File: config.mk
export PLATFORM = sky130hd
export DESIGN_NAME = ipv4_header_builder
export DESIGN_NICKNAME = d
export VERILOG_FILES = /design/src/rtl/core/ihb_pkg.sv /design/src/rtl/core/ihb_serializer.sv /design/src/rtl/core/ipv4_header_builder.sv
export SDC_FILE = /design/constraint.sdc
export NUM_CORES = 1
export LEC_CHECK = 0
export BUFFER_PORTS_ARGS = -buffer_cell sky130_fd_sc_hd__buf_2
export CAP_MARGIN = 5
export CORE_ASPECT_RATIO = 0.75
export CORE_MARGIN = 2
export CORE_UTILIZATION = 60
export CTS_CLUSTER_SIZE = 16
export DETAILED_ROUTE_END_ITERATION = 7
export PLACE_DENSITY = 0.79
export SLEW_MARGIN = 15
export SYNTH_ARGS = -nofsm -noshare
export SYNTH_HDL_FRONTEND = slang
export SYNTH_HIERARCHICAL = 1
export SYNTH_SLANG_ARGS = --single-unit
File: constraint.sdc
create_clock -name clk -period 12.7 [get_ports clk]
set_clock_uncertainty 0.05 [all_clocks]
set_input_delay 1.27 -clock clk [delete_from_list [all_inputs] [get_ports clk]]
set_output_delay 1.27 -clock clk [all_outputs]
set_load 0.02 [all_outputs]
File: src/rtl/core/ihb_pkg.sv
// Shared types and constants for the IPv4 header builder.
package ihb_pkg;

	localparam int unsigned HdrWords = 10;
	localparam int unsigned IdxW = 4;

	localparam logic [IdxW-1:0] LastIdx = IdxW'(HdrWords - 1);

	localparam logic [15:0] WordVerIhl = 16'h4500;
	localparam logic [15:0] WordIdent = 16'h0001;
	localparam logic [15:0] WordFlags = 16'h4000;
	localparam logic [7:0] TtlDefault = 8'h40;
	localparam logic [16:0] HdrBytes = 17'd20;
	localparam logic [15:0] TotalMax = 16'hFFFF;

	// configuration register indexes
	localparam int unsigned CfgIdxW = 2;
	localparam logic [CfgIdxW-1:0] RegLocalAddr = 2'd0;
	localparam logic [CfgIdxW-1:0] RegSubnetMask = 2'd1;
	localparam logic [CfgIdxW-1:0] RegGatewayAddr = 2'd2;

	typedef struct packed {
		logic [31:0] destination_address;
		logic [7:0] protocol_number;
		logic [15:0] payload_bytes;
	} in_item_t;

	typedef struct packed {
		logic [15:0] header_word;
		logic [3:0] word_index;
		logic last_word;
		logic [31:0] next_hop;
	} out_item_t;

	typedef struct packed {
		logic [HdrWords-1:0][15:0] words;
		logic [31:0] next_hop;
	} hdr_t;

endpackage

File: src/rtl/core/ihb_serializer.sv
// Holds one finished header and sends its ten words into the output register.
module ihb_serializer (
	input logic clk,
	input logic arst_n,
	input logic load,
	input ihb_pkg::hdr_t hdr,
	output logic free,
	output logic out_valid,
	input logic out_stall,
	output ihb_pkg::out_item_t out_item
);
	import ihb_pkg::*;

	logic ser_valid_q;
	logic [IdxW-1:0] idx_q;
	hdr_t hdr_q;
	logic out_valid_q;
	out_item_t out_q;

	logic out_free;
	logic ser_emit;
	logic ser_done;

	assign out_free = !out_valid_q || !out_stall;
	assign ser_emit = ser_valid_q && out_free;
	assign ser_done = ser_emit && (idx_q == LastIdx);
	assign free = !ser_valid_q || ser_done;

	always_ff @(posedge clk or negedge arst_n) begin
		if (!arst_n) begin
			ser_valid_q <= 1'b0;
			idx_q <= '0;
			out_valid_q <= 1'b0;
		end else begin
			if (load) begin
				ser_valid_q <= 1'b1;
				idx_q <= '0;
			end else if (ser_emit) begin
				idx_q <= idx_q + 1'b1;
				if (ser_done) begin
					ser_valid_q <= 1'b0;
				end
			end
			if (ser_emit) begin
				out_valid_q <= 1'b1;
			end else if (!out_stall) begin
				out_valid_q <= 1'b0;
			end
		end
	end

	always_ff @(posedge clk) begin
		if (load) begin
			hdr_q <= hdr;
		end
		if (ser_emit) begin
			out_q.header_word <= hdr_q.words[idx_q];
			out_q.word_index <= idx_q;
			out_q.last_word <= (idx_q == LastIdx);
			out_q.next_hop <= hdr_q.next_hop;
		end
	end

	assign out_valid = out_valid_q;
	assign out_item = out_q;

	a_idx_range: assert property (@(posedge clk) disable iff (!arst_n)
		ser_valid_q |-> (idx_q <= LastIdx))
		else $error("word counter past last header word");

	a_last_flag: assert property (@(posedge clk) disable iff (!arst_n)
		out_valid_q |-> (out_q.last_word == (out_q.word_index == LastIdx)))
		else $error("last_word does not match word_index");

	a_word_order: assert property (@(posedge clk) disable iff (!arst_n)
		(out_valid_q && !out_stall && !out_q.last_word) |=>
			(out_valid_q && (out_q.word_index == $past(out_q.word_index) + 1'b1)))
		else $error("header words not sent back to back in order");

	a_no_load_busy: assert property (@(posedge clk) disable iff (!arst_n)
		load |-> free)
		else $error("header loaded while previous one still being sent");

endmodule

File: src/rtl/core/ipv4_header_builder.sv
// Top level of the IPv4 header builder: config, input stages and header assembly.
//
// Usage:
//   Each accepted input item (destination, protocol, payload length) turns into
//   ten output items, the 16-bit header words 0..9 in wire order, each tagged
//   with word_index, last_word on word 9, and the next hop (gateway when the
//   destination lies outside the local subnet, the destination otherwise).
//   Channels use valid/stall: an item moves on a clock edge with valid high
//   and stall low. Configuration is a plain write port (cfg_we, cfg_index,
//   cfg_data); index 0 local address, 1 subnet mask, 2 gateway; other indexes
//   are dropped. Write it only while the block is idle.
// Timing:
//   Word 0 of an item passes the input register, sum register and serializer into
//   the 16-bit output register; the words then follow one per cycle while the output
//   does not stall. Items are accepted while a header is being sent: two further
//   items can queue up in the input and sum registers behind the serializer.
// Reset and stall:
//   Reset clears the configuration registers and every valid flag, so each
//   stage starts empty; data registers are don't-care until loaded. A stall on
//   the output holds the current word; the serializer then backs up and the
//   input stall rises once both front stages are full.
module ipv4_header_builder (
	input logic clk,
	input logic arst_n,
	input logic cfg_we,
	input logic [ihb_pkg::CfgIdxW-1:0] cfg_index,
	input logic [31:0] cfg_data,
	input logic in_valid,
	output logic in_stall,
	input ihb_pkg::in_item_t in_item,
	output logic out_valid,
	input logic out_stall,
	output ihb_pkg::out_item_t out_item
);
	import ihb_pkg::*;

	// configuration registers
	logic [31:0] local_addr_q;
	logic [31:0] subnet_mask_q;
	logic [31:0] gateway_addr_q;

	// stage 1: captured request
	logic valid_s1;
	in_item_t item_s1;

	// stage 2: total length, raw checksum sum and next hop
	logic valid_s2;
	logic [31:0] dst_s2;
	logic [7:0] proto_s2;
	logic [15:0] total_s2;
	logic [19:0] sum_s2;
	logic [31:0] hop_s2;

	logic ser_free;
	logic s2_move;
	logic s2_free;
	logic s1_move;
	logic s1_free;

	logic [16:0] total_raw;
	logic [15:0] total_sat;
	logic [19:0] sum_raw;
	logic [31:0] hop_sel;
	logic [16:0] fold1;
	logic [15:0] fold2;
	hdr_t hdr;

	// Handshake chain: a stage moves when the one after it is empty or moving.
	assign s2_move = valid_s2 && ser_free;
	assign s2_free = !valid_s2 || s2_move;
	assign s1_move = valid_s1 && s2_free;
	assign s1_free = !valid_s1 || s1_move;
	assign in_stall = !s1_free;

	always_ff @(posedge clk or negedge arst_n) begin
		if (!arst_n) begin
			local_addr_q <= '0;
			subnet_mask_q <= '0;
			gateway_addr_q <= '0;
		end else if (cfg_we) begin
			unique case (cfg_index)
				RegLocalAddr: local_addr_q <= cfg_data;
				RegSubnetMask: subnet_mask_q <= cfg_data;
				RegGatewayAddr: gateway_addr_q <= cfg_data;
				default: ; // drop writes to unused indexes
			endcase
		end
	end

	always_ff @(posedge clk or negedge arst_n) begin
		if (!arst_n) begin
			valid_s1 <= 1'b0;
			valid_s2 <= 1'b0;
		end else begin
			if (s1_free) begin
				valid_s1 <= in_valid;
			end
			if (s2_free) begin
				valid_s2 <= valid_s1;
			end
		end
	end

	// Total length saturates when the payload would push it past 16 bits.
	assign total_raw = {1'b0, item_s1.payload_bytes} + HdrBytes;
	assign total_sat = total_raw[16] ? TotalMax : total_raw[15:0];

	// Sum of the nine header words other than the checksum; nine 16-bit terms fit in 20 bits.
	assign sum_raw = 20'(WordVerIhl) + 20'(WordIdent) + 20'(WordFlags)
		+ 20'({TtlDefault, item_s1.protocol_number}) + 20'(total_sat)
		+ 20'(local_addr_q[31:16]) + 20'(local_addr_q[15:0])
		+ 20'(item_s1.destination_address[31:16])
		+ 20'(item_s1.destination_address[15:0]);

	assign hop_sel = ((item_s1.destination_address & subnet_mask_q)
		!= (local_addr_q & subnet_mask_q)) ? gateway_addr_q : item_s1.destination_address;

	always_ff @(posedge clk) begin
		if (s1_free) begin
			item_s1 <= in_item;
		end
		if (s1_move) begin
			dst_s2 <= item_s1.destination_address;
			proto_s2 <= item_s1.protocol_number;
			total_s2 <= total_sat;
			sum_s2 <= sum_raw;
			hop_s2 <= hop_sel;
		end
	end

	// End-around carry: two folds bring a 20-bit sum down to 16 bits.
	assign fold1 = {1'b0, sum_s2[15:0]} + {13'b0, sum_s2[19:16]};
	assign fold2 = fold1[15:0] + {15'b0, fold1[16]};

	always_comb begin
		hdr.words[0] = WordVerIhl;
		hdr.words[1] = total_s2;
		hdr.words[2] = WordIdent;
		hdr.words[3] = WordFlags;
		hdr.words[4] = {TtlDefault, proto_s2};
		hdr.words[5] = ~fold2;
		hdr.words[6] = local_addr_q[31:16];
		hdr.words[7] = local_addr_q[15:0];
		hdr.words[8] = dst_s2[31:16];
		hdr.words[9] = dst_s2[15:0];
		hdr.next_hop = hop_s2;
	end

	ihb_serializer u_ser (
		.clk(clk),
		.arst_n(arst_n),
		.load(s2_move),
		.hdr(hdr),
		.free(ser_free),
		.out_valid(out_valid),
		.out_stall(out_stall),
		.out_item(out_item)
	);

	a_s1_hold: assert property (@(posedge clk) disable iff (!arst_n)
		(valid_s1 && !s1_move) |=> (valid_s1 && $stable(item_s1)))
		else $error("stage 1 item changed while blocked");

	a_s2_hold: assert property (@(posedge clk) disable iff (!arst_n)
		(valid_s2 && !s2_move) |=> (valid_s2 && $stable(sum_s2) && $stable(hop_s2)))
		else $error("stage 2 item changed while blocked");

	a_stall_full: assert property (@(posedge clk) disable iff (!arst_n)
		in_stall |-> (valid_s1 && valid_s2))
		else $error("input stalled with a free front stage");

endmodule

== Word-level counts from Yosys, hierarchy flattened ==
Cells that the tools add are included.
Widths: inputs -> output; s select.
Cells by class
  $add $sub $neg: 10
  equal/unequal tests: 5
  order comparisons: 1
  mux-type cells: 11
  reductions and logical operators: 21
  bitwise gates (word level): 3
Operator list (number)
  $and 32x32->32: 2
  $bmux 16 s4: 1
  $add 20x16->20: 2
  $mux 16: 2
  $mux 32: 1
  $ne 32x32->1: 1
  $add 19x16->20: 1
  $add 18x16->19: 1
  $add 17x16->18: 1
  $add 16x15->17 const A: 1
  $add 16x4->17: 1
  $add 16x5->17 const B: 1
  $add 16x1->16: 1
  $not 16->16: 1
  $mux 4: 2
  $reduce_and 2->1: 4
  $logic_not 1->1: 6
  $lt 4x5->1 const B: 1
  $mux 1: 5
  $add 4x1->4 const B: 1
  $eq 4x4->1 const B: 1
  $logic_and 1x1->1: 4
  $logic_or 1x1->1: 4
  $reduce_bool 2->1: 2
  4 further kinds: 4
Storage, ports and cells
  bits in registers: 457

== Depth between registers and ports, before layout ==
Gate-level depths: netlist of run 1.
  depth in word-level cells: 10
  mapped depth: 21
  gate-level depth less buffers: 20

== Modules after synthesis ==
Netlist of run 1, hierarchy kept.
Modules (own cells, without submodules)
  ipv4_header_builder: sequential area each 7347.0 µm², area an instance 12579.6 µm², times used 1, cells each 901
  ihb_serializer: sequential area each 7507.2 µm², area an instance 9064.9 µm², times used 1, cells each 422

== Least setup slack after synthesis of run 1 ==
Ideal clock, no wire load.
  path type: input-to-reg
  start: input port out_stall
  end: register u_ser/hdr_q[0] (netlist bit), enable pin
  required time: 12.071 ns
  data arrival time: 6.065 ns
  setup time: 0.579 ns
  slack: 6.006 ns
  stages: 3
  path buffers: 0
  cell sequence: and2_1 o21ai_1 and2_1
Between the ends
  longest elaborated chain between the ends: 6
RTL lines
  from (decl): line ipv4_header_builder.sv:32  | input logic out_stall,
  $logic_not 1->1: line ihb_serializer.sv:24  | assign out_free = !out_valid_q || !out_stall;
  $logic_or 1x1->1: line ihb_serializer.sv:24
  $logic_and 1x1->1: line ihb_serializer.sv:25  | assign ser_emit = ser_valid_q && out_free;
  $logic_and 1x1->1: line ihb_serializer.sv:26  | assign ser_done = ser_emit && (idx_q == LastIdx);
  $logic_or 1x1->1: line ihb_serializer.sv:27  | assign free = !ser_valid_q || ser_done;
  net ser_free: line ipv4_header_builder.sv:54  | logic ser_free;
  $logic_and 1x1->1: line ipv4_header_builder.sv:69  | assign s2_move = valid_s2 && ser_free;
  net s2_move: line ipv4_header_builder.sv:55  | logic s2_move;
  to (signal assigned): line ihb_serializer.sv:54  | hdr_q <= hdr;
  to (decl): line ihb_serializer.sv:16  | hdr_t hdr_q;
The timed path passes the listed nets, and every way through them passes these cells.
A chain may end at the register's enable or synchronous reset.

== Final worst setup path of run 1 ==
  start: register item_s1[2] (netlist bit)
  end: register sum_s2[14] (data pin)
Between the ends
  longest elaborated chain between the ends: 7
RTL lines
  from (decl): line ipv4_header_builder.sv:44  | in_item_t item_s1;
  from (signal assigned): line ipv4_header_builder.sv:120  | item_s1 <= in_item;
  $add 16x5->17: line ipv4_header_builder.sv:105  | assign total_raw = {1'b0, item_s1.payload_bytes} + HdrBytes;
  $mux 16: line ipv4_header_builder.sv:106  | assign total_sat = total_raw[16] ? TotalMax : total_raw[15:0];
  net total_sat[2]: line ipv4_header_builder.sv:61  | logic [15:0] total_sat;
  $add 17x16->18: line ipv4_header_builder.sv:110  | + 20'({TtlDefault, item_s1.protocol_number}) + 20'(total_sat)
  $add 18x16->19: line ipv4_header_builder.sv:111  | + 20'(local_addr_q[31:16]) + 20'(local_addr_q[15:0])
  $add 19x16->20: line ipv4_header_builder.sv:111
  $add 20x16->20: line ipv4_header_builder.sv:112  | + 20'(item_s1.destination_address[31:16])
  $add 20x16->20: line ipv4_header_builder.sv:113  | + 20'(item_s1.destination_address[15:0]);
  net sum_raw[14]: line ipv4_header_builder.sv:62  | logic [19:0] sum_raw;
  to (signal assigned): line ipv4_header_builder.sv:126  | sum_s2 <= sum_raw;
  to (decl): line ipv4_header_builder.sv:51  | logic [19:0] sum_s2;
The timed path passes the listed nets, and every way through them passes these cells.

==> results.ini, run 1 <==
[setup_path]
cp_common_cell=fa_1
r2r_end=sum_s2[14]$_DFFE_PP_
crit_start=item_s1[2]$_DFFE_PN_
critPathCapture=sum_s2[14]$_DFFE_PP_
cp-start-kind=flip-flop
cpPeakStageDelay_ps=600
criticalPathCategory=reg2reg
crit_required_ps=12960
crit_slowest_cell=nand4_1
rrSetupSlack_ps=6270
r2r_cells=20
worst_r2r_startpoint=item_s1[2]$_DFFE_PN_
cp.arrival_ps=6680
worstPathMaxFanout=13
end_kind=flip-flop
crit_chain=ha_1 -> nor2_1 -> nor2_1 -> and3_1 -> nand4_1 -> nand2_1 -> fa_1 -> fa_1 -> inv_1 -> fa_1 -> inv_1 -> ha_1 -> fa_1 -> a21o_1 -> a21oi_1 -> o21bai_1 -> a211o_1 -> a31oi_1 -> nor4b_1 -> a311o_1

[grt]
grt_pass1_wl_um=70600
overflow=0
grt_max_degree=85
grt_pass1_vias=12000
grt_usage_pct=25.4
antenna_found_initial=0

[timing]
slew_viol_final=0
fmax_mhz=156
period_needed_ps=6430
tns_ps=0
fin_crit_sh_pct=50.6
tightest_slew_ps=1090
setup_viol=0
hold_viol=0
rsz0062_at_grt=no
relSlewSlack_pct=27.3

[yosys]
syn_inst=1323
yosysSeqAreaShare_pct=68.6
synth_seq_cells=512
ys_top_cells_by_count=edfxtp_1, mux2_2, inv_1, dfrtp_1, nand2_1
synth_warnings=6
yosysMostFrequentCell=edfxtp_1
synth_area_leaders=edfxtp_1, dfrtp_1, mux2_2
synth_area_sq_mm=0.0216
yosysUniqueCellTypes=62
avgSynthCellArea_sq_um=16.4
ys.flop_type=edfxtp_1
synth_edf_count=408
ys_async_sr_fraction_pct=20.3
yosysTopAreaCell=edfxtp_1
synth.top_cell.area_share_pct=56.6

[clock_network]
cts_hold_buf=0
cts_tree=built
ctsResizeCount=0
insertion_delay_ps=570
cts-root-buf=clkbuf_16
clk_pin_slew_ps=70
cts_setup_buffers=0
htreeDepth=2
clock_sinks=512
cts_made_buffers=48
clockBufferDepth=3

[route]
dr.pass1.iters=5
drc_errors=0
viasPerCell=5.62
drtIter0Drc=1019
vias=11600
wl_um=46400
post_drt_wl_per_cell_um=22.5
ant_nets=0

[layout]
n_antenna_cell=0
num-fill-cells=2358
ff_latch_area_sq_mm=0.0149
nets=1738
multi_input_area_sq_mm=0.00634
drive_gt1_share_pct=25.9
syn_to_final_growth_pct=13.9

[place]
io_buffers=149
dp_hpwl_um=32100
place_congestion=0.859

[die]
ios=150
core_area_sq_mm=0.0357
die_w_um=223
die_area_sq_mm=0.0376
num_rows=60
die_height_um=168
start_util_pct=60.6

[run]
cap_violations=0

[worst_hold_path]
hold_path_class=reg2reg

[run_status]
status=finished, final reports clean

## cell families (layout without fill, tap and decap cells)
kind of cell | count (synthesis) | in the layout | share of synthesized area (%)
other | 2 | 56 | 0.0347
XOR/XNOR | 75 | 75 | 3.03
flip-flops | 512 | 512 | 68.6
adder cells (fa/ha/maj) | 89 | 89 | 7.12
AO/OA/AOI/OAI | 133 | 133 | 4.09
AND/OR/NAND/NOR | 178 | 178 | 4.16
buffers and inverters | 161 | 376 | 3.11
multiplexers | 173 | 173 | 9.82
## area by class of cell
class	instances	share of cell area, %
tap	465	2.36
timing repair buffer	164	3.49
clock inverter	31	0.954
multi-input combinational	704	25.7
clock buffer	57	5.31
sequential	512	60.3
inverter	124	1.89
## layer usage
layer | vias up | GRT usage [%] | routed length (um)
met5 | - | 0 | 0
met4 | 0 | 6.72 | 974
met3 | 61 | 4.01 | 2710
met2 | 376 | 39.9 | 21900
met1 | 5905 | 37.7 | 20800
li1 | 5213 | - | -
## critical path, delay by kind of cell (launching register included)
kind	cells	cell delay, ps
simple gates	6	1780
buf+inv	2	100
compound gates	6	1500
flops	1	370
fa+ha+maj	6	2380
## worst min path at each step
| stage | startpoint | to | slack (ps) | depth (start not counted) |
|---|---|---|---|---|
| 2_1_floorplan | hop_s2[0]$_DFFE_PP_ | u_ser/hdr_q[0]$_DFFE_PP_ | 350 | 0 |
| 3_3_place_gp | dst_s2[18]$_DFFE_PP_ | u_ser/hdr_q[162]$_DFFE_PP_ | 350 | 0 |
| 3_5_place_dp | proto_s2[6]$_DFFE_PP_ | u_ser/hdr_q[102]$_DFFE_PP_ | 350 | 0 |
| 4_1_cts | dst_s2[4]$_DFFE_PP_ | u_ser/hdr_q[180]$_DFFE_PP_ | 370 | 0 |
| 5_1_grt | proto_s2[6]$_DFFE_PP_ | u_ser/hdr_q[102]$_DFFE_PP_ | 370 | 0 |
| 6_report | proto_s2[3]$_DFFE_PP_ | u_ser/hdr_q[99]$_DFFE_PP_ | 370 | 0 |
## cell usage in the layout (no fill, tap or decap), types with 4 or more instances in the layout
cell type and instances:
clkinv_1 10, a21o_1 5, xnor2_1 24, mux2_1 20, nand3_1 13, clkbuf_16 50
fa_1 57, nor2b_1 5, conb_1 56, nand2b_1 13, and2_1 4, xor2_1 51
a21oi_1 21, edfxtp_1 408, buf_4 16, mux4_2 16, nor2_1 32, dfrtp_1 103
buf_2 148, a22oi_1 16, ha_1 32, clkbuf_1 4, o21ai_0 34, o31ai_2 5
clkinv_2 13, nand2_1 67, o31ai_1 12, nand3b_1 7, nand4_1 9, o22ai_1 18
nor3_1 6, inv_1 123, mux2_2 135
## state kept, by name, indices dropped and copies added, names as in the netlist, 4 cells and up
name	cells
dst_s2	32
hop_s2	32
u_ser/idx_q	4
item_s1	56
total_s2	16
subnet_mask_q	32
proto_s2	8
local_addr_q	32
gateway_addr_q	32
sum_s2	19
u_ser/hdr_q	192
u_ser/out_item	53
## through the flow
stage	util, %	cell area (sq um)	setup WS (ps)	cells	hold WS [ps]
2_1_floorplan	-	21800	6010	1377	350
3_3_place_gp	64.6	23100	6480	1969	350
3_5_place_dp	64.6	23100	6380	1969	355
4_1_cts	69.0	24600	6360	2057	367
5_1_grt	69.0	24600	5950	2057	371
6_report	69.0	24600	6270	2057	366
Power of run 1 is left out: the tool's default activity adds up to more than one toggle a clock period on the data nets, which glitch-free logic cannot reach.
==> run 2, diff against run 1 <==
--- a/config.mk
+++ b/config.mk
@@ -9,10 +9,10 @@
 export CAP_MARGIN = 5
 export CORE_ASPECT_RATIO = 0.75
 export CORE_MARGIN = 2
-export CORE_UTILIZATION = 60
+export CORE_UTILIZATION = 55
 export CTS_CLUSTER_SIZE = 16
 export DETAILED_ROUTE_END_ITERATION = 7
-export PLACE_DENSITY = 0.79
+export PLACE_DENSITY = 0.77
 export SLEW_MARGIN = 15
 export SYNTH_ARGS = -nofsm -noshare
 export SYNTH_HDL_FRONTEND = slang
==> constraint.sdc (replaced) <==
create_clock -name clk -period 5.4 [get_ports clk]
set_clock_uncertainty 0.05 [all_clocks]
set_input_delay 0.54 -clock clk [delete_from_list [all_inputs] [get_ports clk]]
set_output_delay 0.54 -clock clk [all_outputs]
set_load 0.02 [all_outputs]
==> results.ini, run 2 (synthesized netlist as in run 1, its figures left out) <==
[route]
drc_errors=0  ; unchanged
dr.pass1.iters=5  ; unchanged
post_drt_wl_per_cell_um=22.1  ; -2.2%
ant_nets=0  ; unchanged
drtIter0Drc=972  ; -4.6%
viasPerCell=5.46  ; -2.8%
wl_um=46700  ; +0.75%
vias=11600  ; +0.035%

[grt]
grt_usage_pct=23.4  ; -1.9 points
grt_pass1_vias=11800  ; -1.9%
grt_use_met1_pct=33.5  ; -4.2 points
grt_pass1_wl_um=70500  ; about the same
grt-busiest-layer=met2
overflow=0  ; unchanged
grt_max_degree=195  ; +130%
antenna_found_initial=1  ; +1
grt_use_met2_pct=38.0  ; -1.9 points
gr-usage-met3_pct=4.45  ; +0.44 points

[clock_network]
cts_hold_buf=0  ; unchanged
cts_made_buffers=48  ; unchanged
clk_pin_slew_ps=60  ; about the same
insertion_delay_ps=570  ; about the same
cts_tree=built
cts-root-buf=clkbuf_16
clockBufferDepth=3  ; unchanged
htreeDepth=2  ; unchanged
clock_sinks=512  ; unchanged

[setup_path]
rrSetupSlack_ps=200  ; -6080 ps
criticalPathCategory=reg2reg
cp_common_cell=fa_1
crit_slowest_cell=fa_1
crit_chain=ha_1 -> nor2_1 -> nor2_2 -> and3_4 -> nand4_1 -> buf_4 -> nand2b_1 -> fa_1 -> fa_1 -> inv_1 -> fa_1 -> inv_1 -> ha_1 -> a21o_1 -> a21oi_1 -> o21ai_0 -> a211oi_1 -> o211ai_1 -> a31oi_1 -> xnor2_1
crit_required_ps=5670  ; -7290 ps
cpPeakStageDelay_ps=540  ; -60 ps
cp-start-kind=flip-flop
critPathBufInv=3  ; +1
crit_family=adder cells
end_kind=flip-flop
cp.arrival_ps=5470  ; -1210 ps
worstPathMaxFanout=4  ; -9

[timing]
fmax_mhz=192  ; +23%
relSlewSlack_pct=22.1  ; -5.1 points
setup_viol=0  ; unchanged
hold_viol=0  ; unchanged
tightest_slew_ps=1170  ; +77.2 ps
setup_slack_ps=197  ; -6080 ps
period_needed_ps=5200  ; -1220 ps
fin_crit_sh_pct=96.4  ; +46 points
slew_viol_final=0  ; unchanged
whs_ps=56.1  ; -310 ps

[place]
place_congestion=0.857  ; -0.16%
dp_hpwl_um=32200  ; +0.32%
place_ws_ps=-42.8  ; -6420 ps
io_buffers=149  ; unchanged
place_area_sq_mm=0.0233  ; +0.70%

[layout]
regMostFlops=u_ser/hdr_q
utilization_pct=64.6  ; -4.4 points
final_common_cell=edfxtp_1
drive_gt1_share_pct=26.6  ; +0.71 points
final_cell_mix=edfxtp_1, buf_2, mux2_2
n_antenna_cell=0  ; unchanged
syn_to_final_growth_pct=15.0
finish.instance_area_sq_mm=0.0249  ; +1.0%
nets=1752  ; +0.81%
largest_register_ffs=192  ; unchanged

[run_status]
status=finished, final reports clean

[worst_hold_path]
hold_path_class=in2async

[die]
die_w_um=233  ; +4.4%
die_height_um=176  ; +4.3%
core_area_sq_mm=0.0386  ; +7.9%
ios=150  ; unchanged
start_util_pct=56.1  ; -4.4 points
num_rows=62  ; +3.3%
die_area_sq_mm=0.0410  ; +8.9%

[run]
cap_violations=0  ; unchanged

## run 2: repair_timing
action,4_1_cts,5_1_grt
gates cloned,0,0
setup endpoints to repair,2,7
resized for setup,0,6
buffers inserted,1,1
endpoints found under the hold margin,0,0
pin swaps,1,2
## run 2: per-stage QoR
stage | setup TNS, ps | cells
4_1_cts | 0 | 2117
6_report | 0 | 2118
3_3_place_gp | 0 | 2028
5_1_grt | -21.9 | 2118
3_5_place_dp | -42.8 | 2028
2_1_floorplan | 0 | 1377
## run 2: per-layer routing
metal	vias up	routed length, um	share of wire (%)
met2	353	22700	49
met4	2	679	1.5
met5	-	13	0.028
li1	5259	-	-
met1	5890	20500	44
met3	55	2800	6.0
## run 2: layout make-up
type,count,area [sq um]
Fill cell,2662,13700
Inverter,124,465
Clock inverter,24,258
Tap cell,512,641
Multi-Input combinational cell,704,6360
Sequential cell,512,14900
Clock buffer,64,1340
Timing Repair Buffer,178,978
## run 2: path summary, 6_finish.rpt
check	end	startpoint	cells after the start
worst max-delay path	sum_s2[15]$_DFFE_PP_	item_s1[2]$_DFFE_PN_	20
worst min-delay path	gateway_addr_q[25]$_DFFE_PN0P_	arst_n	1
worst max register to register	sum_s2[15]$_DFFE_PP_	item_s1[2]$_DFFE_PN_	20
worst min register to register	u_ser/hdr_q[177]$_DFFE_PP_	dst_s2[1]$_DFFE_PP_	0
max in group asynchronous	gateway_addr_q[18]$_DFFE_PN0P_	arst_n	2
min in group clk	item_s1[47]$_DFFE_PN_	in_item[47]	1
Power of run 2 is left out for the same reason.
==> run 3, diff against run 2 <==
--- a/config.mk
+++ b/config.mk
@@ -12,7 +12,7 @@
 export CORE_UTILIZATION = 55
 export CTS_CLUSTER_SIZE = 16
 export DETAILED_ROUTE_END_ITERATION = 7
-export PLACE_DENSITY = 0.77
+export PLACE_DENSITY_LB_ADDON = 0.05
 export SLEW_MARGIN = 15
 export SYNTH_ARGS = -nofsm -noshare
 export SYNTH_HDL_FRONTEND = slang
==> results.ini, run 3 (synthesized netlist as in run 1, its figures left out) <==
[timing]
relSlewSlack_pct=34.2  ; +12 points
tightest_slew_ps=988  ; -181 ps
fin_crit_sh_pct=94.8  ; -1.5 points
tns_ps=0  ; unchanged
setup_viol=0  ; unchanged
whs_ps=84.4  ; +28.3 ps
period_needed_ps=5120  ; -81.5 ps
slew_viol_final=0  ; unchanged
rsz0062_at_grt=yes
fmax_mhz=195  ; +1.6%
hold_viol=0  ; unchanged

[setup_path]
rrSetupSlack_ps=280  ; +80 ps
cp.arrival_ps=5380  ; -90 ps
crit_required_ps=5660  ; about the same
cp-start-kind=flip-flop
end_kind=flip-flop
criticalPathCategory=reg2reg
worstPathMaxFanout=4  ; unchanged

[route]
post_drt_wl_per_cell_um=22.2  ; +0.40%
drtIter0Drc=850  ; -13%
dr.pass1.iters=5  ; unchanged
vias=11400  ; -1.2%
wl_um=46900  ; +0.45%
ant_nets=0  ; unchanged
drc_errors=0  ; unchanged
viasPerCell=5.39  ; -1.2%

[run_status]
status=finished, final reports clean

[grt]
grt_pass1_wl_um=70900  ; +0.62%
grt_usage_pct=23.7  ; +0.27 points
overflow=0  ; unchanged
antenna_found_initial=1  ; unchanged
grt_max_degree=108  ; -45%
grt_pass1_vias=11500  ; -2.2%

[clock_network]
clock_sinks=512  ; unchanged
clockBufferDepth=3  ; unchanged
cts_tree=built
clk_pin_slew_ps=60  ; about the same
cts_made_buffers=50  ; +4.2%
htreeDepth=2  ; unchanged
insertion_delay_ps=580  ; about the same
cts-root-buf=clkbuf_16

[die]
die_area_sq_mm=0.0410  ; unchanged
core_area_sq_mm=0.0386  ; unchanged
start_util_pct=56.1  ; unchanged
num_rows=62  ; unchanged
ios=150  ; unchanged
die_w_um=233  ; unchanged
die_height_um=176  ; unchanged

[worst_hold_path]
hold_path_class=in2reg

[layout]
drive_gt1_share_pct=26.6  ; about the same
n_antenna_cell=0  ; unchanged
final_cell_mix=edfxtp_1, buf_2, mux2_2
ff_latch_area_sq_mm=0.0149  ; unchanged
nets=1751  ; -0.057%
finish.instance_area_sq_mm=0.0250  ; +0.22%
final_common_cell=edfxtp_1
fin_cells=2119  ; +0.047%
regMostFlops=u_ser/hdr_q
multi_input_area_sq_mm=0.00635  ; about the same
syn_to_final_growth_pct=15.3
num-fill-cells=2758  ; +3.6%
largest_register_ffs=192  ; unchanged

[place]
dp_hpwl_um=32700  ; +1.4%
io_buffers=149  ; unchanged
dp.cells=2025  ; -0.15%
place_congestion=0.823  ; -4.0%
place_area_sq_mm=0.0233  ; about the same

[run]
cap_violations=0  ; unchanged

==> run 3: cell count changes in the layout (fill, tap and decap cells not counted), sizes merged <==
cell / change
clkbuf: +6
buf: -4
clkinv: -3
clkinvlp: +1
dlygate4sd3: +1
==> run 3: area by class of cell <==
class | count | area share (%)
Sequential cell | 512 | 59.5
Clock buffer | 70 | 5.64
Inverter | 124 | 1.87
Clock inverter | 22 | 0.983
Multi-Input combinational cell | 704 | 25.5
Timing Repair Buffer | 175 | 3.94
Tap cell | 512 | 2.57
==> run 3: worst paths after layout <==
path                                             from  depth (start not counted)                             to
worst max-delay path             item_s1[2]$_DFFE_PN_                         21           sum_s2[14]$_DFFE_PP_
worst min-delay path                      in_item[55]                          1          item_s1[55]$_DFFE_PN_
worst min register to register  proto_s2[5]$_DFFE_PP_                          0     u_ser/hdr_q[101]$_DFFE_PP_
worst max register to register   item_s1[2]$_DFFE_PN_                         21           sum_s2[14]$_DFFE_PP_
max in group asynchronous                      arst_n                          3  subnet_mask_q[21]$_DFFE_PN0P_
min in group asynchronous                      arst_n                          2     u_ser/idx_q[1]$_DFFE_PN0P_
==> run 3: worst max-delay path: stages, from the launching register on <==
cell	delay (ps)
edfxtp_1	360
ha_2	210
nor2_1	50
nor2_1	120
and3_4	210
nand4_1	90
buf_4	170
nand2_1	90
fa_1	430
fa_1	490
inv_1	60
fa_1	550
inv_1	40
ha_1	220
fa_2	360
a21o_1	220
a21oi_2	170
o21bai_1	100
a211o_1	320
a31oi_1	200
nor4b_1	90
a311o_1	270
==> run 3: metal layers <==
layer	global-route usage [%]	vias up	wire length [um]
met5	0	-	0
met4	5.81	0	865
met3	3.51	57	2230
met2	36.7	266	22200
met1	35.7	5843	21700
li1	-	5256	-
==> run 3: repair_timing <==
item	in CTS	in global routing
hold buffers	1	0
pin swaps	0	4
endpoints found under the hold margin	46	0
setup endpoints to repair	1	7
setup buffers	1	0
resized for setup	0	5
==> run 3: through the flow <==
stage / util (%) / setup WS [ps]
floorplan: - / 43.2
detailed placement: 60.3 / -28.8
CTS: 64.7 / 60.7
global placement: 60.3 / 93.8
finish: 64.7 / 278
global route: 64.7 / -16.7
Power of run 3 is left out for the same reason.
